===== src/rtl/pbnc_pkg.sv =====
// Shared constants, payload types and codes for the palette blend and
// nearest-color search block. Depends on nothing.
`default_nettype none

package pbnc_pkg;

   localparam int CHAN_W  = 8;
   localparam int IDX_W   = 6;
   localparam int RATIO_W = 9;
   localparam int DIST_W  = 18;

   localparam int DEFAULT_PALETTE_ENTRIES = 64;

   localparam logic [RATIO_W-1:0] Q_ONE = RATIO_W'(256);

   localparam logic OP_WRITE = 1'b0;
   localparam logic OP_BLEND = 1'b1;

   typedef struct packed {
      logic [CHAN_W-1:0] red;
      logic [CHAN_W-1:0] green;
      logic [CHAN_W-1:0] blue;
   } rgb_type;

   typedef struct packed {
      logic               operation;
      logic [IDX_W-1:0]   entry_index;
      logic [CHAN_W-1:0]  entry_red;
      logic [CHAN_W-1:0]  entry_green;
      logic [CHAN_W-1:0]  entry_blue;
      logic [IDX_W-1:0]   first_color;
      logic [IDX_W-1:0]   second_color;
      logic [RATIO_W-1:0] ratio_q8;
   } req_type;

   typedef struct packed {
      logic [IDX_W-1:0]  best_index;
      logic [CHAN_W-1:0] blend_red;
      logic [CHAN_W-1:0] blend_green;
      logic [CHAN_W-1:0] blend_blue;
      logic [DIST_W-1:0] best_distance;
   } rsp_type;

endpackage

`default_nettype wire


===== src/rtl/pbnc_if.sv =====
// Valid/ready channel interfaces for request and response traffic.
// Depends on pbnc_pkg for the payload types.
`default_nettype none

interface pbnc_req_if;
   import pbnc_pkg::*;
   logic    valid;
   logic    ready;
   req_type data;
   modport source (output valid, output data, input ready);
   modport sink (input valid, input data, output ready);
endinterface

interface pbnc_rsp_if;
   import pbnc_pkg::*;
   logic    valid;
   logic    ready;
   rsp_type data;
   modport source (output valid, output data, input ready);
   modport sink (input valid, input data, output ready);
endinterface

`default_nettype wire


===== src/rtl/palette_blend_nearest_color.sv =====
// Palette blend and nearest-color search, top level.
// A write request updates the palette on acceptance; a blend request passes
// through the read, mix, scan and load states before its response is given.
// Throughput: one request at a time; the palette scan reads one entry per
// cycle through the single memory read port and the shared distance unit.
// Reset clears all palette valid bits, so every entry reads as black.
// Depends on pbnc_pkg, pbnc_if and pbnc_dist_unit.
`default_nettype none

module palette_blend_nearest_color #(
   parameter int PALETTE_ENTRIES = pbnc_pkg::DEFAULT_PALETTE_ENTRIES
) (
   input wire logic     clock,
   input wire logic     reset,
   pbnc_req_if.sink     req_chan,
   pbnc_rsp_if.source   rsp_chan
);
   import pbnc_pkg::*;

   localparam int AW = (PALETTE_ENTRIES > 2) ? $clog2(PALETTE_ENTRIES) : 1;
   localparam logic [AW-1:0] LAST = AW'(PALETTE_ENTRIES - 1);

   localparam logic [1:0] CH_RED   = 2'd0;
   localparam logic [1:0] CH_GREEN = 2'd1;
   localparam logic [1:0] CH_BLUE  = 2'd2;

   typedef enum logic [2:0] {
      S_IDLE,
      S_READ_A,
      S_READ_B,
      S_MIX,
      S_SCAN,
      S_LOAD
   } state_type;

   state_type state_ff, state_in;

   rgb_type                  mem [PALETTE_ENTRIES];
   logic [PALETTE_ENTRIES-1:0] valid_ff;
   rgb_type                  rd_data_ff;
   logic                     rd_vld_ff;
   logic [AW-1:0]            rd_addr;
   rgb_type                  rd_rgb;

   logic [AW-1:0]      first_addr_ff, second_addr_ff;
   logic               first_ok_ff, second_ok_ff;
   logic [RATIO_W-1:0] ratio_ff;
   rgb_type            c1_ff;
   rgb_type            c2;
   rgb_type            blend_ff;
   logic [1:0]         ch_ff;

   logic [AW-1:0]      issue_cnt_ff;
   logic               issue_done_ff;
   logic               rd_live_ff;
   logic [AW-1:0]      rd_idx_ff;
   logic [AW-1:0]      dist_idx_ff;
   logic               dist_valid;
   logic [DIST_W-1:0]  scan_dist;

   logic [AW-1:0]      best_idx_ff;
   logic [DIST_W-1:0]  best_dist_ff;
   logic               rsp_valid_ff;
   rsp_type            rsp_data_ff;

   logic               req_fire, wr_en;
   logic               load_ok;
   logic [CHAN_W-1:0]  mix_a, mix_b, mix_out;
   logic signed [9:0]  mix_diff;
   logic signed [9:0]  mix_q;
   logic signed [19:0] mix_prod;
   logic signed [19:0] mix_acc;

   assign req_chan.ready = (state_ff == S_IDLE) && !reset;
   assign req_fire = req_chan.valid && req_chan.ready;
   assign wr_en = req_fire && (req_chan.data.operation == OP_WRITE) &&
                  (int'(req_chan.data.entry_index) < PALETTE_ENTRIES);
   assign load_ok = !rsp_valid_ff || rsp_chan.ready;

   always_comb begin
      case (state_ff)
         S_READ_A: rd_addr = first_addr_ff;
         S_SCAN:   rd_addr = issue_cnt_ff;
         default:  rd_addr = second_addr_ff;
      endcase
   end

   assign rd_rgb = rd_vld_ff ? rd_data_ff : '0;
   assign c2 = second_ok_ff ? rd_rgb : '0;

   always_ff @(posedge clock) begin
      if (wr_en) begin
         mem[AW'(req_chan.data.entry_index)] <= '{red:   req_chan.data.entry_red,
                                                  green: req_chan.data.entry_green,
                                                  blue:  req_chan.data.entry_blue};
      end
      rd_data_ff <= mem[rd_addr];
   end

   always_ff @(posedge clock) begin
      if (reset) begin
         valid_ff <= '0;
      end else if (wr_en) begin
         valid_ff[AW'(req_chan.data.entry_index)] <= 1'b1;
      end
      rd_vld_ff <= valid_ff[rd_addr];
   end

   always_comb begin
      case (ch_ff)
         CH_RED: begin
            mix_a = c1_ff.red;
            mix_b = c2.red;
         end
         CH_GREEN: begin
            mix_a = c1_ff.green;
            mix_b = c2.green;
         end
         default: begin
            mix_a = c1_ff.blue;
            mix_b = c2.blue;
         end
      endcase
      mix_diff = $signed({2'b00, mix_b}) - $signed({2'b00, mix_a});
      mix_q    = $signed({1'b0, ratio_ff});
      mix_prod = mix_diff * mix_q;
      mix_acc  = mix_prod + $signed({4'b0000, mix_a, 8'h80});
      mix_out  = (mix_acc[19:16] != 4'd0) ? {CHAN_W{1'b1}} : mix_acc[15:8];
   end

   pbnc_dist_unit u_dist (
      .clock     (clock),
      .reset     (reset),
      .in_valid  (rd_live_ff),
      .entry     (rd_rgb),
      .target    (blend_ff),
      .out_valid (dist_valid),
      .distance  (scan_dist)
   );

   always_comb begin
      state_in = state_ff;
      case (state_ff)
         S_IDLE: begin
            if (req_fire && req_chan.data.operation == OP_BLEND) state_in = S_READ_A;
         end
         S_READ_A: state_in = S_READ_B;
         S_READ_B: state_in = S_MIX;
         S_MIX: begin
            if (ch_ff == CH_BLUE) state_in = S_SCAN;
         end
         S_SCAN: begin
            if (dist_valid && dist_idx_ff == LAST) state_in = S_LOAD;
         end
         S_LOAD: begin
            if (load_ok) state_in = S_IDLE;
         end
         default: state_in = S_IDLE;
      endcase
   end

   always_ff @(posedge clock) begin
      if (reset) begin
         state_ff      <= S_IDLE;
         rsp_valid_ff  <= 1'b0;
         rd_live_ff    <= 1'b0;
         issue_done_ff <= 1'b0;
      end else begin
         state_ff   <= state_in;
         rd_live_ff <= (state_ff == S_SCAN) && !issue_done_ff;
         if (state_ff == S_MIX) begin
            issue_done_ff <= 1'b0;
         end else if (state_ff == S_SCAN && issue_cnt_ff == LAST) begin
            issue_done_ff <= 1'b1;
         end
         if (state_ff == S_LOAD && load_ok) begin
            rsp_valid_ff <= 1'b1;
         end else if (rsp_chan.ready) begin
            rsp_valid_ff <= 1'b0;
         end
      end

      if (req_fire) begin
         first_addr_ff  <= AW'(req_chan.data.first_color);
         second_addr_ff <= AW'(req_chan.data.second_color);
         first_ok_ff    <= int'(req_chan.data.first_color) < PALETTE_ENTRIES;
         second_ok_ff   <= int'(req_chan.data.second_color) < PALETTE_ENTRIES;
         ratio_ff       <= (req_chan.data.ratio_q8 > Q_ONE) ? Q_ONE
                                                           : req_chan.data.ratio_q8;
      end

      if (state_ff == S_READ_B) begin
         c1_ff <= first_ok_ff ? rd_rgb : '0;
         ch_ff <= CH_RED;
      end

      if (state_ff == S_MIX) begin
         case (ch_ff)
            CH_RED:   blend_ff.red   <= mix_out;
            CH_GREEN: blend_ff.green <= mix_out;
            default:  blend_ff.blue  <= mix_out;
         endcase
         ch_ff        <= ch_ff + 2'd1;
         issue_cnt_ff <= '0;
      end

      if (state_ff == S_SCAN && !issue_done_ff && issue_cnt_ff != LAST) begin
         issue_cnt_ff <= issue_cnt_ff + 1'b1;
      end
      rd_idx_ff   <= issue_cnt_ff;
      dist_idx_ff <= rd_idx_ff;

      if (dist_valid && (dist_idx_ff == '0 || scan_dist < best_dist_ff)) begin
         best_dist_ff <= scan_dist;
         best_idx_ff  <= dist_idx_ff;
      end

      if (state_ff == S_LOAD && load_ok) begin
         rsp_data_ff.best_index    <= IDX_W'(best_idx_ff);
         rsp_data_ff.blend_red     <= blend_ff.red;
         rsp_data_ff.blend_green   <= blend_ff.green;
         rsp_data_ff.blend_blue    <= blend_ff.blue;
         rsp_data_ff.best_distance <= best_dist_ff;
      end
   end

   assign rsp_chan.valid = rsp_valid_ff;
   assign rsp_chan.data  = rsp_data_ff;

   a_rsp_from_load: assert property (@(posedge clock) disable iff (reset)
      $rose(rsp_valid_ff) |-> $past(state_ff == S_LOAD))
      else $error("response raised outside load step");

   a_idle_drained: assert property (@(posedge clock) disable iff (reset)
      (state_ff == S_IDLE) |-> (!dist_valid && !rd_live_ff))
      else $error("scan pipeline busy while idle");

   a_scan_done: assert property (@(posedge clock) disable iff (reset)
      (state_ff == S_LOAD) |-> issue_done_ff)
      else $error("load reached before all entries issued");

   a_hold_rsp: assert property (@(posedge clock) disable iff (reset)
      (rsp_valid_ff && !rsp_chan.ready) |=> $stable(rsp_data_ff))
      else $error("pending response changed");

endmodule

`default_nettype wire


===== src/rtl/pbnc_dist_unit.sv =====
// Shared squared-RGB-distance unit, one entry per cycle, registered output.
// Depends on pbnc_pkg for rgb_type and widths.
`default_nettype none

module pbnc_dist_unit (
   input  wire logic                      clock,
   input  wire logic                      reset,
   input  wire logic                      in_valid,
   input  wire pbnc_pkg::rgb_type         entry,
   input  wire pbnc_pkg::rgb_type         target,
   output logic                           out_valid,
   output logic [pbnc_pkg::DIST_W-1:0]    distance
);
   import pbnc_pkg::*;

   logic [CHAN_W-1:0]   diff_r, diff_g, diff_b;
   logic [2*CHAN_W-1:0] sq_r, sq_g, sq_b;
   logic [DIST_W-1:0]   dist_in;
   logic [DIST_W-1:0]   dist_ff;
   logic                valid_ff;

   function automatic logic [CHAN_W-1:0] abs_diff(input logic [CHAN_W-1:0] a,
                                                   input logic [CHAN_W-1:0] b);
      return (a > b) ? a - b : b - a;
   endfunction

   always_comb begin
      diff_r  = abs_diff(entry.red, target.red);
      diff_g  = abs_diff(entry.green, target.green);
      diff_b  = abs_diff(entry.blue, target.blue);
      sq_r    = {{CHAN_W{1'b0}}, diff_r} * {{CHAN_W{1'b0}}, diff_r};
      sq_g    = {{CHAN_W{1'b0}}, diff_g} * {{CHAN_W{1'b0}}, diff_g};
      sq_b    = {{CHAN_W{1'b0}}, diff_b} * {{CHAN_W{1'b0}}, diff_b};
      dist_in = DIST_W'(sq_r) + DIST_W'(sq_g) + DIST_W'(sq_b);
   end

   always_ff @(posedge clock) begin
      if (reset) begin
         valid_ff <= 1'b0;
      end else begin
         valid_ff <= in_valid;
      end
      dist_ff <= dist_in;
   end

   assign out_valid = valid_ff;
   assign distance  = dist_ff;

endmodule

`default_nettype wire


===== src/flat_wrapper.sv =====
// flat-port wrapper written by rule: the top's interface ports become plain ports
module palette_blend_nearest_color_flat import pbnc_pkg::*;
#(
   parameter int PALETTE_ENTRIES = pbnc_pkg::DEFAULT_PALETTE_ENTRIES
)
  (clock, reset, req_chan_valid, req_chan_data, req_chan_ready, rsp_chan_valid, rsp_chan_data, rsp_chan_ready);
  pbnc_req_if req_chan_i ();
  pbnc_rsp_if rsp_chan_i ();
  input wire logic clock;
  input wire logic reset;
  input wire logic [$bits(req_chan_i.valid)-1:0] req_chan_valid;
  input wire logic [$bits(req_chan_i.data)-1:0] req_chan_data;
  output wire logic [$bits(req_chan_i.ready)-1:0] req_chan_ready;
  output wire logic [$bits(rsp_chan_i.valid)-1:0] rsp_chan_valid;
  output wire logic [$bits(rsp_chan_i.data)-1:0] rsp_chan_data;
  input wire logic [$bits(rsp_chan_i.ready)-1:0] rsp_chan_ready;
  assign req_chan_i.valid = req_chan_valid;
  assign req_chan_i.data = req_chan_data;
  assign req_chan_ready = req_chan_i.ready;
  assign rsp_chan_valid = rsp_chan_i.valid;
  assign rsp_chan_data = rsp_chan_i.data;
  assign rsp_chan_i.ready = rsp_chan_ready;
  palette_blend_nearest_color #(.PALETTE_ENTRIES(PALETTE_ENTRIES)) u_core (.clock(clock), .reset(reset), .req_chan(req_chan_i), .rsp_chan(rsp_chan_i));
endmodule

===== config.mk =====
export PLATFORM = sky130hd
export DESIGN_NAME = palette_blend_nearest_color_flat
export DESIGN_NICKNAME = d
export VERILOG_FILES = /design/src/rtl/pbnc_pkg.sv /design/src/rtl/pbnc_if.sv /design/src/rtl/palette_blend_nearest_color.sv /design/src/rtl/pbnc_dist_unit.sv /design/src/flat_wrapper.sv
export SDC_FILE = /design/constraint.sdc
export NUM_CORES = 2
export LEC_CHECK = 0
export ABC_AREA = 0
export ABC_CLOCK_PERIOD_IN_PS = 10950
export BUFFER_PORTS_ARGS = -buffer_cell sky130_fd_sc_hd__buf_2
export CORE_MARGIN = 4
export CORE_UTILIZATION = 60
export CTS_CLUSTER_DIAMETER = 100
export DETAILED_ROUTE_END_ITERATION = 7
export HOLD_SLACK_MARGIN = 0.12
export PLACE_DENSITY_LB_ADDON = 0.2
export SLEW_MARGIN = 20
export SYNTH_ARGS = -nofsm -noshare
export SYNTH_HDL_FRONTEND = slang
export SYNTH_HIERARCHICAL = 1
export SYNTH_SLANG_ARGS = --single-unit

===== constraint.sdc =====
create_clock -name clock -period 10.95 [get_ports clock]
set_input_delay 1.6425 -clock clock [delete_from_list [all_inputs] [get_ports clock]]
set_output_delay 1.6425 -clock clock [all_outputs]
set_load 0.005 [all_outputs]

==> Word-level counts from Yosys, hierarchy flattened <==
Memories as Yosys holds them, arrays and structs flattened. A register that Yosys moved wholly into a read port is not among the register bits.
Index checks and enable logic that the tools add are counted.
{ "word_totals": {"input_bits": 56, "n_memories": 1, "regBits": 251, "ram_bits": 1536} }
{ "mem_list": {"columns": ["name", "depth", "width", "read_ports", "rd_ports_with_merged_regs", "wr", "line_no", "rtl"], "rows": [
  ["u_core.mem", 64, 24, 1, 1, 1, "palette_blend_nearest_color.sv:38", "rgb_type mem [PALETTE_ENTRIES];"]
]} }
{ "classes": {"n_eq_ne": 14, "mul": 4, "add_sub_neg": 12, "mux": 25, "magnitude_cmp": 8, "n_bitwise": 3, "reduce_logical": 29} }
{ "ops": {"columns": ["operator", "n"], "rows": [
  ["$or A64 B64 Y64", 1],
  ["$mul A8 B8 Y16", 3],
  ["$sub A8 B8 Y8", 6],
  ["$mux W8", 4],
  ["$pmux W8 S2", 2],
  ["$gt A8 B8 Y1", 3],
  ["$mux W24", 1],
  ["$add A20 B17 Y20", 1],
  ["$mul A9 B10 Y19", 1],
  ["$add A17 B16 Y18", 1],
  ["$lt A18 B18 Y1", 1],
  ["$pmux W3 S6", 1],
  ["$add A16 B16 Y17", 1],
  ["$lt A6 B7 Y1 const B", 2],
  ["$eq A6 B6 Y1 const B", 2],
  ["$mux W3", 4],
  ["$mux W6", 2],
  ["$pmux W6 S2", 1],
  ["$logic_and A1 B1 Y1", 11],
  ["$gt A9 B9 Y1 const B", 1],
  ["$sub A8 B8 Y9", 1],
  ["$add A6 B1 Y6 const B", 1],
  ["$bmux W1 S6", 1],
  ["$demux W1 S6", 1],
  ["23 further kinds", 42]
]} }

==> Longest topological paths before layout <==
{ "depth": {"depth_word": 7, "depth_mapped": 36, "mapped_depth_nobuf": 35} }

==> Cells and area by module <==
Netlist, hierarchy kept.
{ "modules_own_cells": {"columns": ["module", "cells_per_inst", "instances", "area_per_inst_um2"], "rows": [
  ["palette_blend_nearest_color", 5496, 1, 73265.3],
  ["pbnc_dist_unit", 870, 1, 7793.7]
]} }

==> Worst setup path before layout <==
Ideal clock, no wire load.
{ "synth_timing": {"kind": "reg2reg", "from": "register u_core.rd_vld_ff", "to": "register u_core.u_dist.dist_ff[17] (netlist: u_core/u_dist/distance[17])", "path_slack_ps": 2522, "path_stages_with_launch": 32, "setup_ps": 72, "path_buffers": 3, "arrival_ps": 8356, "required_ps": 10878, "cell_sequence": "dfxtp_1 clkbuf_1 clkbuf_1 and2_1 inv_1 ha_1 buf_2 a21o_1 a21oi_1 nor2_1 o31ai_4 mux2_4 xor2_4 or2_2 fa_1 fa_1 fa_1 inv_1 fa_1 inv_1 fa_1 inv_1 fa_1 fa_1 ha_1 nor2b_1 or3_1 a31oi_1 o21ai_0 o21a_1 a21oi_1 xnor2_1"} }
{ "synth_lines": {"columns": ["item", "line_no", "rtl"], "rows": [
  ["from (decl)", "palette_blend_nearest_color.sv:41", "logic rd_vld_ff;"],
  ["from (signal assigned)", "palette_blend_nearest_color.sv:106", "rd_vld_ff <= valid_ff[rd_addr];"],
  ["to (signal assigned)", "pbnc_dist_unit.sv:43", "dist_ff <= dist_in;"],
  ["to (decl)", "pbnc_dist_unit.sv:19", "logic [DIST_W-1:0] dist_ff;"]
]} }

==> Worst setup path after layout <==
{ "layout_timing": {"from": "register u_core.ch_ff[0]", "to": "register u_core/blend_ff[0] (netlist name), data pin"} }
{ "layout_via": {"elab_chain_cells": 7} }
{ "layout_lines": {"columns": ["item", "line_no", "rtl"], "rows": [
  ["from (decl)", "palette_blend_nearest_color.sv:51", "logic [1:0] ch_ff;"],
  ["from (signal assigned)", "palette_blend_nearest_color.sv:203", "ch_ff <= ch_ff + 2'd1;"],
  ["$eq A2 B1 Y1 / $logic_not A2 Y1 (equally long branches)", "palette_blend_nearest_color.sv:110", "case (ch_ff)"],
  ["$pmux W8 S2", "palette_blend_nearest_color.sv:110", null],
  ["$sub A8 B8 Y9", "palette_blend_nearest_color.sv:124", "mix_diff = $signed({2'b00, mix_b}) - $signed({2'b00, mix_a});"],
  ["$mul A9 B10 Y19", "palette_blend_nearest_color.sv:126", "mix_prod = mix_diff * mix_q;"],
  ["$add A20 B17 Y20 *", "palette_blend_nearest_color.sv:127", "mix_acc = mix_prod + $signed({4'b0000, mix_a, 8'h80});"],
  ["$reduce_bool A4 Y1", "palette_blend_nearest_color.sv:128", "mix_out = (mix_acc[19:16] != 4'd0) ? {CHAN_W{1'b1}} : mix_acc[15:8];"],
  ["$mux W8 *", "palette_blend_nearest_color.sv:128", null],
  ["named net u_core.mix_out[0]", "palette_blend_nearest_color.sv:68", "logic [CHAN_W-1:0] mix_a, mix_b, mix_out;"],
  ["to (decl)", "palette_blend_nearest_color.sv:50", "rgb_type blend_ff;"]
]} }
Mark *: on every way through the listed nets, which the timed path passes. The rest lies on a longest branch.
A chain may end at the register's enable or synchronous reset.

==> results by group <==
Outcome
  – Status: completed

Synth
  – Flop and latch count out of synthesis: approximately 1800
  – Ys flop type: edfxtp_1
  – Mapped Area: 81100 µm²
  – YS warnings: 6
  – Post-synth cell types: 98
  – Async set-or-reset flop fraction in the synthesized netlist: 0
  – Seq/Total Area, Yosys: 0.655
  – Mapped Cells: ~6400
  – Syn nets: ~6800
  – EDFF count, synth: between 1500 and 2000
  – Syn Area/Cell: about 13 µm²

Global route
  – Antenna violations before repair: 16
  – Largest net degree at the start of global routing: roughly 180
  – Remaining Overflow, GRT: 0
  – Vias in the first global route: between 50000 and 60000
  – Global-route wire length before repair: 325000 µm
  – GRT Util Overall: 0.311

Finish
  – Most common cell after layout, fill and taps aside: edfxtp_1
  – Area Growth Syn to Fin: 10.4%
  – Share of post-route cells with drive strength above 1: 0.104
  – Leading cell types in the layout, fill and taps excluded: edfxtp_1, nand2_1, inv_1
  – Fin nets: 6895

Worst setup path
  – Peak per-stage delay on the critical path: approximately 900 ps
  – Reg2reg path depth: 31
  – Slowest CP cell: nor2_1
  – Crit end category: flip-flop
  – CP Launch Type: flip-flop
  – Crit path arrival time: slightly below 10000 ps
  – CP Data Required Time: approximately 11000 ps
  – WS Path Type: flip-flop to flip-flop
  – Cell mode on critical path: fa_1
  – Critical Path Fanout Max: 19
  – R2r setup slk: roughly 1600 ps

Min path
  – Hold path depth: 0
  – Hold Crit Class: flip-flop to flip-flop

Timing
  – Skew final: 56.8 ps
  – Sum Neg Setup Slack: 0 ps
  – Max_slew headroom: 0.191
  – Min Tclk post-route: 9400 ps
  – Pins Over Slew Limit: 0
  – Fmax: between 0.1 and 0.15 GHz
  – Worst-margin pin slew: ~1200 ps
  – RSZ-0062 raised after global routing: false
  – Setup Viol. Count Final: 0
  – Final period util: 0.858
  – Final hold violation count: 0

Route
  – Met1 WL: ~82000 µm
  – Total wire length: 220000 µm
  – Avg WL per Cell: 26.3 µm
  – 1st-iter DRT viols: about 6000
  – DRC: 0
  – DR pass1 iterations: 6
  – Top routing layer in use: met5
  – Routed wl met3: between 15000 and 20000 µm
  – Via count: around 52000
  – Met2 WL: approximately 110000 µm
  – Mean number of vias per cell: 6.25
  – Remaining antenna violation count: 0

Place
  – Hpwl dp: 131000 µm
  – Number of port buffers: roughly 110
  – RD Place Congestion: about 0.93

Floorplanning
  – Starting Density: 0.606
  – I/O Pins: around 110
  – Rows: 134
  – Floorplan core area: ~130000 µm²
  – Die Width: around 380 µm
  – Full die area: 141000 µm²
  – Height of the die: about 380 µm

Clocking
  – Post-CTS Setup Bufs: 0
  – Worst skew pair latency: approximately 830 ps
  – H-tree Lvls: 4
  – CTS tree: yes
  – Total CTS buffers: between 150 and 200
  – Sink Count: roughly 1800
  – CTS clk-pin slew, worst paths: approximately 60 ps
  – Clk buf depth: 3
  – CTS resizes: 0
  – CTS root buf: clkbuf_16
  – Hold-fix buffers, CTS: 0

Run
  – Max_cap viols: 0
layout make-up:
cell class	count	area [µm²]
antenna	7	17.5
clock buffer	245	4890
tap	1768	2210
timing repair buffer	257	1720
clock inverter	96	1120
multi-input combinational	3830	25100
sequential	1811	53100
inverter	361	1360
fill	9503	44300
critical path: cells and delay by family, from the launching register on:
family                   cells  cell delay, ps
buffers and inverters        5             270
AND/OR/NAND/NOR              6            1890
AO/OA/AOI/OAI               11            2910
flip-flops                   1             380
adder cells (fa/ha/maj)      9            3670
per-stage QoR:
step	worst slack [ps]	util	hold slack, ps	std cells	cell area [µm²]
final	1550	0.669	326	8375	89500
after global routing	869	0.669	344	8368	89500
after CTS	1550	0.669	327	8368	89500
after detailed placement	1560	0.624	312	8027	83500
after global placement	1660	0.624	311	8027	83500
after floorplan	2520	-	310	6366	81100
flip-flops by register name, indices dropped and copies added (netlist names), 2 cells and up:
name	flops
u_core/rd_data_ff	24
u_core/mem	1536
u_core/c1_ff	24
u_core/valid_ff	64
u_core/best_idx_ff	6
u_core/issue_cnt_ff	6
u_core/best_dist_ff	18
u_core/first_addr_ff	6
u_core/blend_ff	24
u_core/ratio_ff	9
u_core/rd_idx_ff	6
u_core/ch_ff	2
u_core/second_addr_ff	6
u_core/state_ff	3
u_core/rsp_chan.data	48
u_core/u_dist/distance	18
u_core/dist_idx_ff	6
Yosys cell counts, drive strengths merged (41+ instances only):
cell,count,area (µm²)
nor3,41,255
a31oi,178,1110
o22ai,49,307
nor2,298,1140
edfxtp,1685,50600
fa,195,3900
nand2,1349,5070
inv,361,1360
clkbuf,178,668
a211oi,129,1080
buf,186,1060
dfxtp,126,2520
and2,60,375
nand2b,43,277
ha,203,2540
a21oi,112,564
mux2i,47,470
and3,217,1360
nand3,354,1780
o2111ai,49,429
cell families (layout without fill, tap and decap cells):
group	Yosys count	in the layout	synth area share
AND/OR/NAND/NOR	2507	2507	0.139
flip-flops	1811	1811	0.655
AO/OA/AOI/OAI	815	815	0.0750
buffers and inverters	725	959	0.0381
adder cells (fa/ha/maj)	398	398	0.0795
XOR/XNOR	60	60	0.00699
multiplexers	50	50	0.00627
other	0	7	0
layer usage:
metal,vias to the layer above,GRT usage
met5,-,0
met2,2647,0.514
met3,491,0.0560
li1,23100,-
met4,10,0.144
met1,26000,0.404
path summary, 6_finish.rpt:
kind                                   endpoint                          start
setup / recovery   u_core/blend_ff[0]$_DFFE_PP_  u_core/ch_ff[0]$_SDFFCE_PN0P_
hold / removal    u_core/dist_idx_ff[1]$_DFF_P_    u_core/rd_idx_ff[1]$_DFF_P_
setup reg to reg   u_core/blend_ff[0]$_DFFE_PP_  u_core/ch_ff[0]$_SDFFCE_PN0P_
hold reg to reg   u_core/dist_idx_ff[1]$_DFF_P_    u_core/rd_idx_ff[1]$_DFF_P_
Power is not shown: default switching activity piles up to over one toggle a cycle in this logic, so the estimate is an artifact.
